File: config.mk
export PLATFORM = sky130hd
export DESIGN_NAME = pes_header_timestamp_parser_core
export DESIGN_NICKNAME = d
export VERILOG_FILES = /design/src/rtl/phtp_pkg.sv /design/src/rtl/phtp_window.sv /design/src/rtl/phtp_decode.sv /design/src/rtl/phtp_scale.sv /design/src/rtl/pes_header_timestamp_parser_core.sv
export SDC_FILE = /design/constraint.sdc
export NUM_CORES = 2
export LEC_CHECK = 0
export ABC_AREA = 1
export BUFFER_PORTS_ARGS = -buffer_cell sky130_fd_sc_hd__buf_4
export CORE_MARGIN = 1
export CORE_UTILIZATION = 65
export DETAILED_ROUTE_END_ITERATION = 8
export PLACE_DENSITY = 0.93
export SLEW_MARGIN = 15
export SYNTH_ARGS = -nofsm -noshare
export SYNTH_HDL_FRONTEND = slang
export SYNTH_SLANG_ARGS = --single-unit
File: constraint.sdc
create_clock -name clk -period 37.7 [get_ports clk]
set_input_delay 7.54 -clock clk [delete_from_list [all_inputs] [get_ports clk]]
set_output_delay 7.54 -clock clk [all_outputs]
set_load 0.05 [all_outputs]
File: src/rtl/phtp_pkg.sv
// Shared types, constants and helper functions for the PES header timestamp parser.
// No dependencies; every other file imports this package.
`default_nettype none

package phtp_pkg;

  // Header window and counters
  localparam int HEADER_BYTES_DEF = 34;
  localparam int SNAP_BYTES       = 34;
  localparam int IDX_W            = 17;
  localparam logic [IDX_W-1:0] IDX_MAX = '1;

  // Header byte positions
  localparam int POS_STREAM_ID  = 3;
  localparam int POS_MARKER     = 6;
  localparam int POS_PES_FLAGS  = 7;
  localparam int POS_HDR_LEN    = 8;
  localparam int POS_PTS_MPEG2  = 9;
  localparam int POS_DTS_MPEG2  = 14;
  localparam int STUFF_FIRST    = 6;
  localparam int STUFF_LAST     = 22;
  localparam int FLAG_POS_LAST  = 24;
  localparam int STAMP_BYTES    = 5;

  // Header lengths
  localparam int BASE_W         = 9;
  localparam int POS_W          = 5;
  localparam int SKIP_W         = 10;
  localparam logic [BASE_W-1:0] FIXED_HDR_LEN  = BASE_W'(6);
  localparam logic [BASE_W-1:0] MPEG2_HDR_BASE = BASE_W'(9);
  localparam logic [BASE_W-1:0] MPEG1_LEN_NONE = BASE_W'(1);
  localparam logic [BASE_W-1:0] MPEG1_LEN_PTS  = BASE_W'(5);
  localparam logic [BASE_W-1:0] MPEG1_LEN_BOTH = BASE_W'(10);
  localparam logic [POS_W-1:0]  STD_BUF_LEN    = POS_W'(2);

  // Byte codes
  localparam logic [7:0] SID_PROG_MAP   = 8'hBC;
  localparam logic [7:0] SID_PADDING    = 8'hBE;
  localparam logic [7:0] SID_PRIVATE_2  = 8'hBF;
  localparam logic [7:0] SID_RES_B0     = 8'hB0;
  localparam logic [7:0] SID_RES_B1     = 8'hB1;
  localparam logic [7:0] SID_DIRECTORY  = 8'hFF;
  localparam logic [7:0] SID_DSMCC      = 8'hF2;
  localparam logic [7:0] SID_TYPE_E     = 8'hF8;
  localparam logic [7:0] STUFF_BYTE     = 8'hFF;
  localparam logic [1:0] MPEG2_MARK     = 2'b10;
  localparam logic [1:0] STD_BUF_MARK   = 2'b01;

  // Timestamp scaling: usec = 11*v + v/9, v/9 by reciprocal multiply
  localparam int STAMP_W     = 33;
  localparam int USEC_W      = 37;
  localparam int RECIP_SHIFT = 37;
  localparam int RECIP_W     = 34;
  localparam int RECIP_LO_W  = 17;
  localparam int RECIP_HI_W  = RECIP_W - RECIP_LO_W;
  localparam logic [RECIP_W-1:0] RECIP9 =
    RECIP_W'(((64'd1 << RECIP_SHIFT) + 64'd7) / 64'd9);
  localparam int PROD_W      = STAMP_W + RECIP_LO_W;
  localparam int SUM_W       = PROD_W + RECIP_LO_W;
  localparam int QUOT_W      = 30;

  // Configuration port
  localparam int CFG_ADDR_W  = 3;
  localparam int CFG_DATA_W  = 32;
  localparam int CFG_IDX_W   = CFG_ADDR_W - 2;

  typedef enum logic [CFG_IDX_W-1:0] {
    REG_EXTRA_SKIP = 1'b0
  } reg_idx_t;

  typedef enum logic [1:0] {
    ST_OK       = 2'd0,
    ST_STUFFING = 2'd1,
    ST_SHORT    = 2'd2
  } status_t;

  typedef logic [SNAP_BYTES-1:0][7:0] hdr_bytes_t;

  // Header snapshot taken with the last byte of a packet
  typedef struct packed {
    hdr_bytes_t       hdr;
    logic [IDX_W-1:0] len;
  } snap_t;

  // Decoded header, before the extra skip and length check
  typedef struct packed {
    logic               stuff_err;
    logic               has_pts;
    logic               has_dts;
    logic [7:0]         stream_id;
    logic [BASE_W-1:0]  hdr_len;
    logic [IDX_W-1:0]   len;
    logic [STAMP_W-1:0] pts;
    logic [STAMP_W-1:0] dts;
  } dec_t;

  // Stream ids that carry only the fixed 6-byte header
  function automatic logic is_fixed_hdr_id(input logic [7:0] id);
    logic r;
    case (id)
      SID_PROG_MAP, SID_PADDING, SID_PRIVATE_2, SID_RES_B0,
      SID_RES_B1, SID_DIRECTORY, SID_DSMCC, SID_TYPE_E: r = 1'b1;
      default: r = 1'b0;
    endcase
    return r;
  endfunction

  // Gather the 33 timestamp bits from five header bytes, dropping markers
  function automatic logic [STAMP_W-1:0] stamp_bits(input logic [7:0] b0,
                                                    input logic [7:0] b1,
                                                    input logic [7:0] b2,
                                                    input logic [7:0] b3,
                                                    input logic [7:0] b4);
    return {b0[3:1], b1, b2[7:1], b3, b4[7:1]};
  endfunction

endpackage

`default_nettype wire

File: src/rtl/phtp_window.sv
// Header window, byte counter and packet length hold; snapshots the masked header.
// Depends on phtp_pkg.
`default_nettype none

module phtp_window #(
  parameter int HEADER_BYTES = phtp_pkg::HEADER_BYTES_DEF
) (
  input  wire logic                       clk,
  input  wire logic                       rst_n,
  input  wire logic                       accept,
  input  wire logic [7:0]                 data_byte,
  input  wire logic                       first_byte,
  input  wire logic [phtp_pkg::IDX_W-1:0] packet_length,
  input  wire logic                       snap_load,
  output phtp_pkg::snap_t                 snap
);
  import phtp_pkg::*;

  logic [HEADER_BYTES-1:0][7:0] win_r, win_nxt;
  logic [IDX_W-1:0] idx_r, idx_nxt, idx_cur;
  logic [IDX_W-1:0] len_r, len_nxt;
  snap_t snap_r, snap_nxt;

  // Window update: clear on a new packet, then store the byte at its index
  always_comb begin
    idx_cur = first_byte ? '0 : idx_r;
    len_nxt = first_byte ? packet_length : len_r;
    for (int i = 0; i < HEADER_BYTES; i++) begin
      if (first_byte) begin
        win_nxt[i] = '0;
      end else begin
        win_nxt[i] = win_r[i];
      end
      if (idx_cur == IDX_W'(i)) begin
        win_nxt[i] = data_byte;
      end
    end
    idx_nxt = (idx_cur == IDX_MAX) ? idx_cur : idx_cur + 1'b1;
  end

  // Bytes at or past the packet length read as zero
  always_comb begin
    for (int i = 0; i < SNAP_BYTES; i++) begin
      snap_nxt.hdr[i] = (IDX_W'(i) < len_nxt) ? win_nxt[i] : '0;
    end
    snap_nxt.len = len_nxt;
  end

  always_ff @(posedge clk) begin
    if (!rst_n) begin
      win_r <= '0;
      idx_r <= '0;
      len_r <= '0;
    end else if (accept) begin
      win_r <= win_nxt;
      idx_r <= idx_nxt;
      len_r <= len_nxt;
    end
  end

  always_ff @(posedge clk) begin
    if (snap_load) begin
      snap_r <= snap_nxt;
    end
  end

  assign snap = snap_r;

endmodule

`default_nettype wire

File: src/rtl/phtp_decode.sv
// Header form detection, stuffing search and timestamp field extraction.
// Depends on phtp_pkg.
`default_nettype none

module phtp_decode (
  input  wire logic      clk,
  input  wire logic      load,
  input  wire phtp_pkg::snap_t snap,
  output phtp_pkg::dec_t  dec
);
  import phtp_pkg::*;

  hdr_bytes_t h;
  logic [7:0] sid, mark_byte, flag_byte;
  logic fixed_hdr, mpeg2, all_stuff;
  logic [POS_W-1:0] stuff_end, flag_pos;
  logic [STAMP_W-1:0] pts1, dts1;
  dec_t dec_nxt, dec_r;

  assign h         = snap.hdr;
  assign sid       = h[POS_STREAM_ID];
  assign fixed_hdr = is_fixed_hdr_id(sid);
  assign mpeg2     = (h[POS_MARKER][7:6] == MPEG2_MARK);

  // MPEG-1 stuffing run: first byte that is not 0xFF
  always_comb begin
    all_stuff = 1'b1;
    stuff_end = POS_W'(STUFF_LAST);
    for (int j = STUFF_LAST; j >= STUFF_FIRST; j--) begin
      if (h[j] != STUFF_BYTE) begin
        all_stuff = 1'b0;
        stuff_end = POS_W'(j);
      end
    end
  end

  // Optional STD buffer field ahead of the timestamp flags
  always_comb begin
    mark_byte = '0;
    for (int j = STUFF_FIRST; j <= STUFF_LAST; j++) begin
      if (stuff_end == POS_W'(j)) begin
        mark_byte = h[j];
      end
    end
    flag_pos = (mark_byte[7:6] == STD_BUF_MARK) ? POS_W'(stuff_end + STD_BUF_LEN)
                                                : stuff_end;
  end

  // Flag byte and both timestamp fields at the MPEG-1 position
  always_comb begin
    flag_byte = '0;
    pts1      = '0;
    dts1      = '0;
    for (int j = STUFF_FIRST; j <= FLAG_POS_LAST; j++) begin
      if (flag_pos == POS_W'(j)) begin
        flag_byte = h[j];
        pts1 = stamp_bits(h[j], h[j+1], h[j+2], h[j+3], h[j+4]);
        dts1 = stamp_bits(h[j+STAMP_BYTES], h[j+STAMP_BYTES+1], h[j+STAMP_BYTES+2],
                          h[j+STAMP_BYTES+3], h[j+STAMP_BYTES+4]);
      end
    end
  end

  // Pick the header form
  always_comb begin
    dec_nxt           = '0;
    dec_nxt.stream_id = sid;
    dec_nxt.len       = snap.len;
    if (fixed_hdr) begin
      dec_nxt.hdr_len = FIXED_HDR_LEN;
    end else if (mpeg2) begin
      dec_nxt.hdr_len = BASE_W'(h[POS_HDR_LEN]) + MPEG2_HDR_BASE;
      if (h[POS_PES_FLAGS][7]) begin
        dec_nxt.has_pts = 1'b1;
        dec_nxt.pts = stamp_bits(h[POS_PTS_MPEG2], h[POS_PTS_MPEG2+1],
                                 h[POS_PTS_MPEG2+2], h[POS_PTS_MPEG2+3],
                                 h[POS_PTS_MPEG2+4]);
        if (h[POS_PES_FLAGS][6]) begin
          dec_nxt.has_dts = 1'b1;
          dec_nxt.dts = stamp_bits(h[POS_DTS_MPEG2], h[POS_DTS_MPEG2+1],
                                   h[POS_DTS_MPEG2+2], h[POS_DTS_MPEG2+3],
                                   h[POS_DTS_MPEG2+4]);
        end
      end
    end else if (all_stuff) begin
      dec_nxt.stuff_err = 1'b1;
    end else if (flag_byte[5]) begin
      dec_nxt.has_pts = 1'b1;
      dec_nxt.pts     = pts1;
      if (flag_byte[4]) begin
        dec_nxt.has_dts = 1'b1;
        dec_nxt.dts     = dts1;
        dec_nxt.hdr_len = BASE_W'(flag_pos) + MPEG1_LEN_BOTH;
      end else begin
        dec_nxt.hdr_len = BASE_W'(flag_pos) + MPEG1_LEN_PTS;
      end
    end else begin
      dec_nxt.hdr_len = BASE_W'(flag_pos) + MPEG1_LEN_NONE;
    end
  end

  always_ff @(posedge clk) begin
    if (load) begin
      dec_r <= dec_nxt;
    end
  end

  assign dec = dec_r;

endmodule

`default_nettype wire

File: src/rtl/phtp_scale.sv
// Two-stage scaling of a 33-bit timestamp by 100/9: 11*v plus v/9 by reciprocal.
// Depends on phtp_pkg.
`default_nettype none

module phtp_scale (
  input  wire logic                         clk,
  input  wire logic                         en_mul,
  input  wire logic                         en_sum,
  input  wire logic [phtp_pkg::STAMP_W-1:0] stamp,
  output logic      [phtp_pkg::USEC_W-1:0]  usec
);
  import phtp_pkg::*;

  logic [PROD_W-1:0] prod_lo_r, prod_hi_r;
  logic [USEC_W-1:0] x11_r, x11_s_r, x11_nxt;
  logic [SUM_W-1:0]  recip_sum;
  logic [QUOT_W-1:0] quot_r;

  // 11*v from shifts
  assign x11_nxt = (USEC_W'(stamp) << 3) + (USEC_W'(stamp) << 1) + USEC_W'(stamp);

  // Partial products of v and the reciprocal of 9
  always_ff @(posedge clk) begin
    if (en_mul) begin
      prod_lo_r <= PROD_W'(stamp) * PROD_W'(RECIP9[RECIP_LO_W-1:0]);
      prod_hi_r <= PROD_W'(stamp) * PROD_W'(RECIP9[RECIP_W-1:RECIP_LO_W]);
      x11_r     <= x11_nxt;
    end
  end

  // Combine the partials; the top bits are v/9
  assign recip_sum = SUM_W'(prod_lo_r) + (SUM_W'(prod_hi_r) << RECIP_LO_W);

  always_ff @(posedge clk) begin
    if (en_sum) begin
      quot_r  <= recip_sum[RECIP_SHIFT+QUOT_W-1:RECIP_SHIFT];
      x11_s_r <= x11_r;
    end
  end

  assign usec = x11_s_r + USEC_W'(quot_r);

endmodule

`default_nettype wire

File: src/rtl/pes_header_timestamp_parser_core.sv
// PES header timestamp parser: one byte per cycle in unless stalled, one result word per
// packet.
// Throughput: one byte word every cycle unless stalled; five register stages (snapshot,
// decode, multiply, reciprocal sum, output) advance independently under backpressure.
// Reset: rst_n synchronous, active low; clears the window, counters, extra_skip and
// all stage valids.
`default_nettype none

module pes_header_timestamp_parser_core #(
  parameter int HEADER_BYTES = phtp_pkg::HEADER_BYTES_DEF
) (
  input  wire logic                            clk,
  input  wire logic                            rst_n,
  // configuration
  input  wire logic                            psel,
  input  wire logic                            penable,
  input  wire logic                            pwrite,
  input  wire logic [phtp_pkg::CFG_ADDR_W-1:0] paddr,
  input  wire logic [phtp_pkg::CFG_DATA_W-1:0] pwdata,
  output logic      [phtp_pkg::CFG_DATA_W-1:0] prdata,
  output logic                                 pready,
  // byte input
  input  wire logic                            in_valid,
  output logic                                 in_ready,
  input  wire logic [7:0]                      in_data_byte,
  input  wire logic                            in_first_byte,
  input  wire logic                            in_last_byte,
  input  wire logic [phtp_pkg::IDX_W-1:0]      in_packet_length,
  // results
  output logic                                 out_valid,
  input  wire logic                            out_ready,
  output logic      [1:0]                      out_status,
  output logic      [7:0]                      out_stream_id,
  output logic      [phtp_pkg::SKIP_W-1:0]     out_payload_offset,
  output logic                                 out_has_pts,
  output logic                                 out_has_dts,
  output logic      [phtp_pkg::USEC_W-1:0]     out_pts_usec,
  output logic      [phtp_pkg::USEC_W-1:0]     out_dts_usec
);
  import phtp_pkg::*;

  typedef struct packed {
    status_t           status;
    logic [7:0]        stream_id;
    logic [SKIP_W-1:0] payload_offset;
    logic              has_pts;
    logic              has_dts;
  } fin_t;

  logic [7:0] extra_r;
  logic [CFG_IDX_W-1:0] cfg_idx;
  logic v1_r, v2_r, v3_r, v4_r, out_v_r;
  logic en1, en2, en3, en4, en_out, in_acc;
  snap_t snap;
  dec_t dec;
  fin_t fin_nxt, s3_r, s4_r, out_fin_r;
  logic [SKIP_W-1:0] skip_sum;
  logic [USEC_W-1:0] pts_usec, dts_usec, out_pts_r, out_dts_r;

  // Configuration register
  assign pready  = 1'b1;
  assign cfg_idx = paddr[CFG_ADDR_W-1:2];

  always_comb begin
    case (cfg_idx)
      REG_EXTRA_SKIP: prdata = CFG_DATA_W'(extra_r);
      default:        prdata = '0;
    endcase
  end

  always_ff @(posedge clk) begin
    if (!rst_n) begin
      extra_r <= '0;
    end else if (psel && penable && pwrite && pready && cfg_idx == REG_EXTRA_SKIP) begin
      extra_r <= pwdata[7:0];
    end
  end

  // Stage enables: a stage loads when empty or when its word moves on
  assign en_out   = !out_v_r || out_ready;
  assign en4      = !v4_r || en_out;
  assign en3      = !v3_r || en4;
  assign en2      = !v2_r || en3;
  assign en1      = !v1_r || en2;
  assign in_ready = en1;
  assign in_acc   = in_valid && in_ready;

  always_ff @(posedge clk) begin
    if (!rst_n) begin
      v1_r    <= 1'b0;
      v2_r    <= 1'b0;
      v3_r    <= 1'b0;
      v4_r    <= 1'b0;
      out_v_r <= 1'b0;
    end else begin
      if (en1) begin
        v1_r <= in_valid && in_last_byte;
      end
      if (en2) begin
        v2_r <= v1_r;
      end
      if (en3) begin
        v3_r <= v2_r;
      end
      if (en4) begin
        v4_r <= v3_r;
      end
      if (en_out) begin
        out_v_r <= v4_r;
      end
    end
  end

  // Window and header snapshot
  phtp_window #(
    .HEADER_BYTES(HEADER_BYTES)
  ) u_window (
    .clk          (clk),
    .rst_n        (rst_n),
    .accept       (in_acc),
    .data_byte    (in_data_byte),
    .first_byte   (in_first_byte),
    .packet_length(in_packet_length),
    .snap_load    (in_acc && in_last_byte),
    .snap         (snap)
  );

  // Header decode
  phtp_decode u_decode (
    .clk (clk),
    .load(en2),
    .snap(snap),
    .dec (dec)
  );

  // Payload offset and status
  always_comb begin
    skip_sum = dec.stuff_err ? '0 : SKIP_W'(dec.hdr_len) + SKIP_W'(extra_r);
    fin_nxt.stream_id      = dec.stream_id;
    fin_nxt.payload_offset = skip_sum;
    if (dec.stuff_err) begin
      fin_nxt.status = ST_STUFFING;
    end else if (dec.len <= IDX_W'(skip_sum)) begin
      fin_nxt.status = ST_SHORT;
    end else begin
      fin_nxt.status = ST_OK;
    end
    fin_nxt.has_pts = dec.has_pts && (fin_nxt.status == ST_OK);
    fin_nxt.has_dts = dec.has_dts && (fin_nxt.status == ST_OK);
  end

  always_ff @(posedge clk) begin
    if (en3) begin
      s3_r <= fin_nxt;
    end
    if (en4) begin
      s4_r <= s3_r;
    end
  end

  // Timestamp scaling
  phtp_scale u_scale_pts (
    .clk   (clk),
    .en_mul(en3),
    .en_sum(en4),
    .stamp (dec.pts),
    .usec  (pts_usec)
  );

  phtp_scale u_scale_dts (
    .clk   (clk),
    .en_mul(en3),
    .en_sum(en4),
    .stamp (dec.dts),
    .usec  (dts_usec)
  );

  // Output register; timestamps forced to zero when absent or on error
  always_ff @(posedge clk) begin
    if (en_out) begin
      out_fin_r <= s4_r;
      out_pts_r <= s4_r.has_pts ? pts_usec : '0;
      out_dts_r <= s4_r.has_dts ? dts_usec : '0;
    end
  end

  assign out_valid          = out_v_r;
  assign out_status         = out_fin_r.status;
  assign out_stream_id      = out_fin_r.stream_id;
  assign out_payload_offset = out_fin_r.payload_offset;
  assign out_has_pts        = out_fin_r.has_pts;
  assign out_has_dts        = out_fin_r.has_dts;
  assign out_pts_usec       = out_pts_r;
  assign out_dts_usec       = out_dts_r;

endmodule

`default_nettype wire
[Yosys cells after proc, flatten, opt, wreduce, memory -nomap -nowiden]
Index checks and enable logic that the tools add are counted.
Widths: inputs -> output; s select.
Storage, ports and cells
  register bits: 1173
  input port bits: 69
  output and inout port bits: 131
  logic and storage cells: 457
Cells by class
  add/subtract/negate cells: 15
  multipliers: 4
  magnitude comparators: 30
  equal/unequal tests: 93
  mux-type cells: 191
  bitwise logic cells: 1
  reduce and logical (&&, ||, !) cells: 21
Operators by type and width (number)
  $mux 33: 40
  $mux 8: 76
  $eq 17x5->1 const B: 16
  $lt 5x17->1 const A: 16
  $mux 66: 4
  $eq 17x4->1 const B: 8
  $lt 4x17->1 const A: 8
  $ne 8x8->1 const B: 17
  $add 49x67->67: 2
  $mux 6: 19
  $mul 33x16->49 const B: 2
  $mul 33x15->48 const B: 2
  $eq 5x4->1 const B: 16
  $eq 5x5->1 const B: 16
  $add 36x34->37: 2
  $add 37x30->37: 2
  $add 37x33->37: 2
  $eq 8x8->1 const B: 8
  $mux 5: 11
  $mux 17: 3
  $mux 9: 4
  $eq 17x3->1 const B: 2
  $eq 17x6->1 const B: 2
  $lt 3x17->1 const A: 2
  26 further kinds: 75

[Logic depth before layout (Yosys ltp)]
  depth after elaboration: 61
  gate-level depth with buffers: 65
  mapped depth without buffers: 64

[By module]
Synthesis repeated with hierarchy kept, for this count alone.
Second synthesis, totals
  cells, all modules: 14839
  area total of the unflattened synthesis: 106960.1 µm²
By module, submodules not included
  phtp_window: instances 1, cells an instance 3574, area an instance 28259.6 µm², seq. area each 14804.2 µm²
  phtp_scale (u_scale_pts): instances 1, cells an instance 3346, area an instance 25954.9 µm², seq. area each 5405.2 µm²
  phtp_scale (u_scale_dts): instances 1, cells an instance 3331, area an instance 25903.6 µm², seq. area each 5405.2 µm²
  phtp_decode: instances 1, cells an instance 4055, area an instance 20504.7 µm², seq. area each 3093.0 µm²
  pes_header_timestamp_parser_core: instances 1, cells an instance 533, area an instance 6337.3 µm², seq. area each 4464.3 µm²

[Worst setup path after synthesis]
Ideal clock, no wire load.
  path kind: input-to-reg
  start point: in out_ready
  end point: reg u_window.snap_r, in the netlist u_window.snap[0], enable pin
  library setup time: 0.861 ns
  data arrival time: 30.417 ns
  required time: 36.839 ns
  path slack: 6.422 ns
  cell stages on the path: 10
  buffers on the path: 0
  path through: nor2_1 inv_1 nor2_1 inv_1 nor2_1 inv_1 nor2_1 inv_1 nor2_1 nor2_1
Between the ends
  cells in the longest elaborated chain, start to end: 7
RTL lines
  from (decl): line pes_header_timestamp_parser_core.sv:31  | input wire logic out_ready,
  $logic_or 1x1->1: line pes_header_timestamp_parser_core.sv:80  | assign en_out = !out_v_r || out_ready;
  via en_out: line pes_header_timestamp_parser_core.sv:53  | logic en1, en2, en3, en4, en_out, in_acc;
  $logic_or 1x1->1: line pes_header_timestamp_parser_core.sv:81  | assign en4 = !v4_r || en_out;
  via en4: line pes_header_timestamp_parser_core.sv:53
  $logic_or 1x1->1: line pes_header_timestamp_parser_core.sv:82  | assign en3 = !v3_r || en4;
  via en3: line pes_header_timestamp_parser_core.sv:53
  $logic_or 1x1->1: line pes_header_timestamp_parser_core.sv:83  | assign en2 = !v2_r || en3;
  via en2: line pes_header_timestamp_parser_core.sv:53
  $logic_or 1x1->1: line pes_header_timestamp_parser_core.sv:84  | assign en1 = !v1_r || en2;
  $logic_and 1x1->1: line pes_header_timestamp_parser_core.sv:86  | assign in_acc = in_valid && in_ready;
  $logic_and 1x1->1: line pes_header_timestamp_parser_core.sv:124  | .snap_load (in_acc && in_last_byte),
  via u_window.snap_load: line phtp_window.sv:14  | input wire logic snap_load,
  to (signal assigned): line phtp_window.sv:63  | snap_r <= snap_nxt;
  to (decl): line phtp_window.sv:22  | snap_t snap_r, snap_nxt;
The timed path passes the listed nets, and every way through them passes these cells.
A chain may end at the register's enable or synchronous reset.

[Worst setup path in the final report]
  start point: in out_ready
  end point: out in_ready
Between the ends
  cells in the longest elaborated chain, start to end: 5
RTL lines
  $logic_or 1x1->1: line pes_header_timestamp_parser_core.sv:80
  via en_out: line pes_header_timestamp_parser_core.sv:53
  $logic_or 1x1->1: line pes_header_timestamp_parser_core.sv:81
  via en4: line pes_header_timestamp_parser_core.sv:53
  $logic_or 1x1->1: line pes_header_timestamp_parser_core.sv:82
  via en3: line pes_header_timestamp_parser_core.sv:53
  $logic_or 1x1->1: line pes_header_timestamp_parser_core.sv:83
  via en2: line pes_header_timestamp_parser_core.sv:53
  $logic_or 1x1->1: line pes_header_timestamp_parser_core.sv:84
  to (decl): line pes_header_timestamp_parser_core.sv:24  | output logic in_ready,
The timed path passes the listed nets, and every way through them passes these cells.

==> flow_summary.yaml <==
power_and_ir_drop:
  post-layout-total-power_mw: 3.89
  power-per-cell-area_nw_per_um2: 41.4
  leakagePower_nw: 46.4
  power.ir.vdd_worst_v: 0.0000512
setup_path:
  worstSetupPathType: "input port to output pin"
  worstPathMaxFanout: 103
  worstPathArrival_ps: 10520
  startpoint_class: "input port"
  setup.worst_path.start: "out_ready"
  worstReg2RegStart: "u_window.snap[133]$_SDFFCE_PP0P_"
  worst-endpoint-required_ps: 30160
  crit_end_element: "output pin"
route:
  drt_first_iter_violations: 11200
  firstDrtPassIters: 9
  via_to_cell_ratio: 6.26
  drtAntennaViolNets: 0
  remaining_drc_errors: 1
  drt-total-wl_mm: 300
  routedWlPerCell_um: 24.0
  route.vias.total: 78400
place:
  dp.final_hpwl_mm: 214
  io_buffers: 148
  finalWeightedCongestion: 1.04
cts:
  cts_resized: 0
  cts.hold.buffers_added: 0
  post-cts-setup-buffers: 0
  insertion_delay_ps: 800
  clock_path_buffers: 3
  clock_sink_count: 1129
  clock_tree.root_cell: "sky130_fd_sc_hd__clkbuf_16"
  register_clock_pin_slew_on_the_reported_worst_setup_and_hold_paths_ps: 70
  inserted_clock_buffers: 112
  cts.htree.levels: 3
  tritoncts_clock_tree: "done"
cells_and_area:
  nFillCells: 9840
  nets: 11900
  final_util: 0.702
  drive_above_1_share: 0.0474
  mostFrequentLayoutCell: "sky130_fd_sc_hd__inv_1"
  area_growth_syn_to_layout_pct: 6.58
  most_frequent_cells_in_the_layout: "2032 x sky130_fd_sc_hd__inv_1, 1901 x sky130_fd_sc_hd__nand2_1, 976 x sky130_fd_sc_hd__nand3_1"
synthesis:
  post_synth.cell_area_avg_um2: 8.18
  yosys_register_bits: 1129
  syn-cell-area_um2: 88200
  synth-async-reset-ratio: 0
  synth_flop_type: "sky130_fd_sc_hd__edfxtp_1"
  synth_sequential_area_ratio: 0.353
  synth_edf_count: 851
  yosysWarningCount: 0
  synthesis.instances: 10800
  synth_cell_type_count: 65
floorplan:
  area_of_the_die_um2: 137000
  num_rows: 134
  die_h_um: 370
  top_level_ports: 200
  core_area_um2: 134000
  floorplan.initialDensity: 0.658
  fp.dieW_um: 370
sta:
  hold_viol_final: 0
  finalCriticalPeriod_ps: 18060
  timing.max_slew.rel_slack: 0.104
  final.setup.tns_ps: 0
  clock.fmax_ghz: 0.0554
  finalSetupViolations: 0
  share_of_the_cycle_needed_by_the_critical_path_after_routing: 0.479
  maxSlewViolCount: 0
  finalClockSkew_ps: 83.9
  max_slew.worst_pin.slew_ps: 1340
  grt_setup_unrepaired: "false"
global_route:
  pin_count_of_the_biggest_net_entering_global_routing: 213
  grt_pass1_wl_mm: 448
  global_route.usage.total: 0.434
  global_route.overflow_total: 0
  vias_in_the_first_global_route: 77300
  initial_antenna_violation_count: 11
hold_path:
  path_class_of_the_lowest_slack_min_delay_path: "flop to flop"
  timing.hold.worst.start: "s3_r[21]$_DFFE_PP_"
run_status:
  status: "finished, violations left"
  violations: "design-rule violations"
run:
  drv_cap: 0
cell families (layout without fill, tap and decap cells):
logic type                 after synthesis  after routing  synth area share
xor gates and xnor gates               277            277            0.0275
AOI/OAI and AO/OA                     1932           1932             0.122
adders and majority gates             1146           1146             0.206
other                                    2             30         0.0000852
DFF                                   1129           1129             0.353
buffers and inverters                 2585           2518             0.112
and+or+nand+nor                       3714           3714             0.179
metal layers:
| layer | GRT usage | share of wire | vias to the layer above |
|---|---|---|---|
| met5 | 0 | 0.00019 | - |
| met2 | 0.681 | 0.45 | 5379 |
| met1 | 0.525 | 0.35 | 36800 |
| met3 | 0.102 | 0.12 | 1351 |
| li1 | - | - | 34800 |
| met4 | 0.313 | 0.084 | 8 |
registers in the layout, summed over array words and instances (netlist names), 2 cells and up:
register and cells:
extra_r 8, out_dts_usec 37, out_payload_offset 10, out_pts_usec 37, out_status 2, out_stream_id 8, s3_r 22, s4_r 22
u_decode.dec 103, u_scale_dts.prod_hi_r 45, u_scale_dts.prod_lo_r 31, u_scale_dts.quot_r 30, u_scale_dts.x11_r 37, u_scale_dts.x11_s_r 37, u_scale_pts.prod_hi_r 45, u_scale_pts.prod_lo_r 31
u_scale_pts.quot_r 30, u_scale_pts.x11_r 37, u_scale_pts.x11_s_r 37, u_window.idx_r 17, u_window.len_r 17, u_window.snap 248, u_window.win_r 231
synth_stat cells, drive strengths merged (63+ instances only):
cell type,count,area (µm²)
inv,2078,7800
nand4,73,463
buf,139,727
dfxtp,278,5570
a21oi,726,3640
o21ai,791,3960
clkbuf,364,1370
nand3,979,4920
nor3,63,330
ha,631,7900
xnor2,79,692
fa,515,10300
edfxtp,851,25600
nor2,626,2430
xor2,198,1730
o211ai,237,1780
nand2,1917,7250
power by group:
part           internal, mW  switching, mW  total [mW]
logic                 0.393          0.750        1.14
clock network         0.621          0.524        1.15
registers              1.51         0.0927        1.60
total                  2.53           1.37        3.89
area by class of cell:
cell class                      instances  area [µm²]  area share
Inverter                             2082        7850      0.0835
Multi-Input combinational cell       7094       47300       0.504
Clock buffer                          143        2980      0.0317
Clock inverter                         66         739     0.00787
Sequential cell                      1129       31100       0.331
Tap cell                             1768        2210      0.0235
Antenna cell                            5        12.5    0.000133
Timing Repair Buffer                  227        1730      0.0184
per-stage QoR:
step	setup WS, ps	hold slack [ps]	instance area [µm²]	std cells
2_1_floorplan	6420	400	88300	10800
3_3_place_gp	19760	401	90200	12300
3_5_place_dp	19610	405	90200	12300
4_1_cts	19590	408	94000	12500
5_1_grt	19370	416	94000	12500
6_report	19640	406	94000	12500
critical path: stages:
cell,delay [ps]
sky130_fd_sc_hd__buf_4,80
sky130_fd_sc_hd__nor2_1,60
sky130_fd_sc_hd__inv_4,390
sky130_fd_sc_hd__nor2_1,180
sky130_fd_sc_hd__inv_6,330
sky130_fd_sc_hd__nor2_1,200
sky130_fd_sc_hd__inv_8,480
sky130_fd_sc_hd__nor2_1,160
sky130_fd_sc_hd__inv_4,520
sky130_fd_sc_hd__nor2_1,180
sky130_fd_sc_hd__inv_1,150
sky130_fd_sc_hd__buf_4,210
worst paths after layout:
check                                         to  slack (ps)  depth (start not counted)
hold reg to reg               s4_r[21]$_DFFE_PP_         410                          0
setup reg to reg  u_decode.dec[28]$_SDFFCE_PP0P_       27370                         42
hold / removal                s4_r[21]$_DFFE_PP_         410                          0
setup / recovery                        in_ready       19640                         12
No activity file was read; power rests on OpenSTA's default activity.
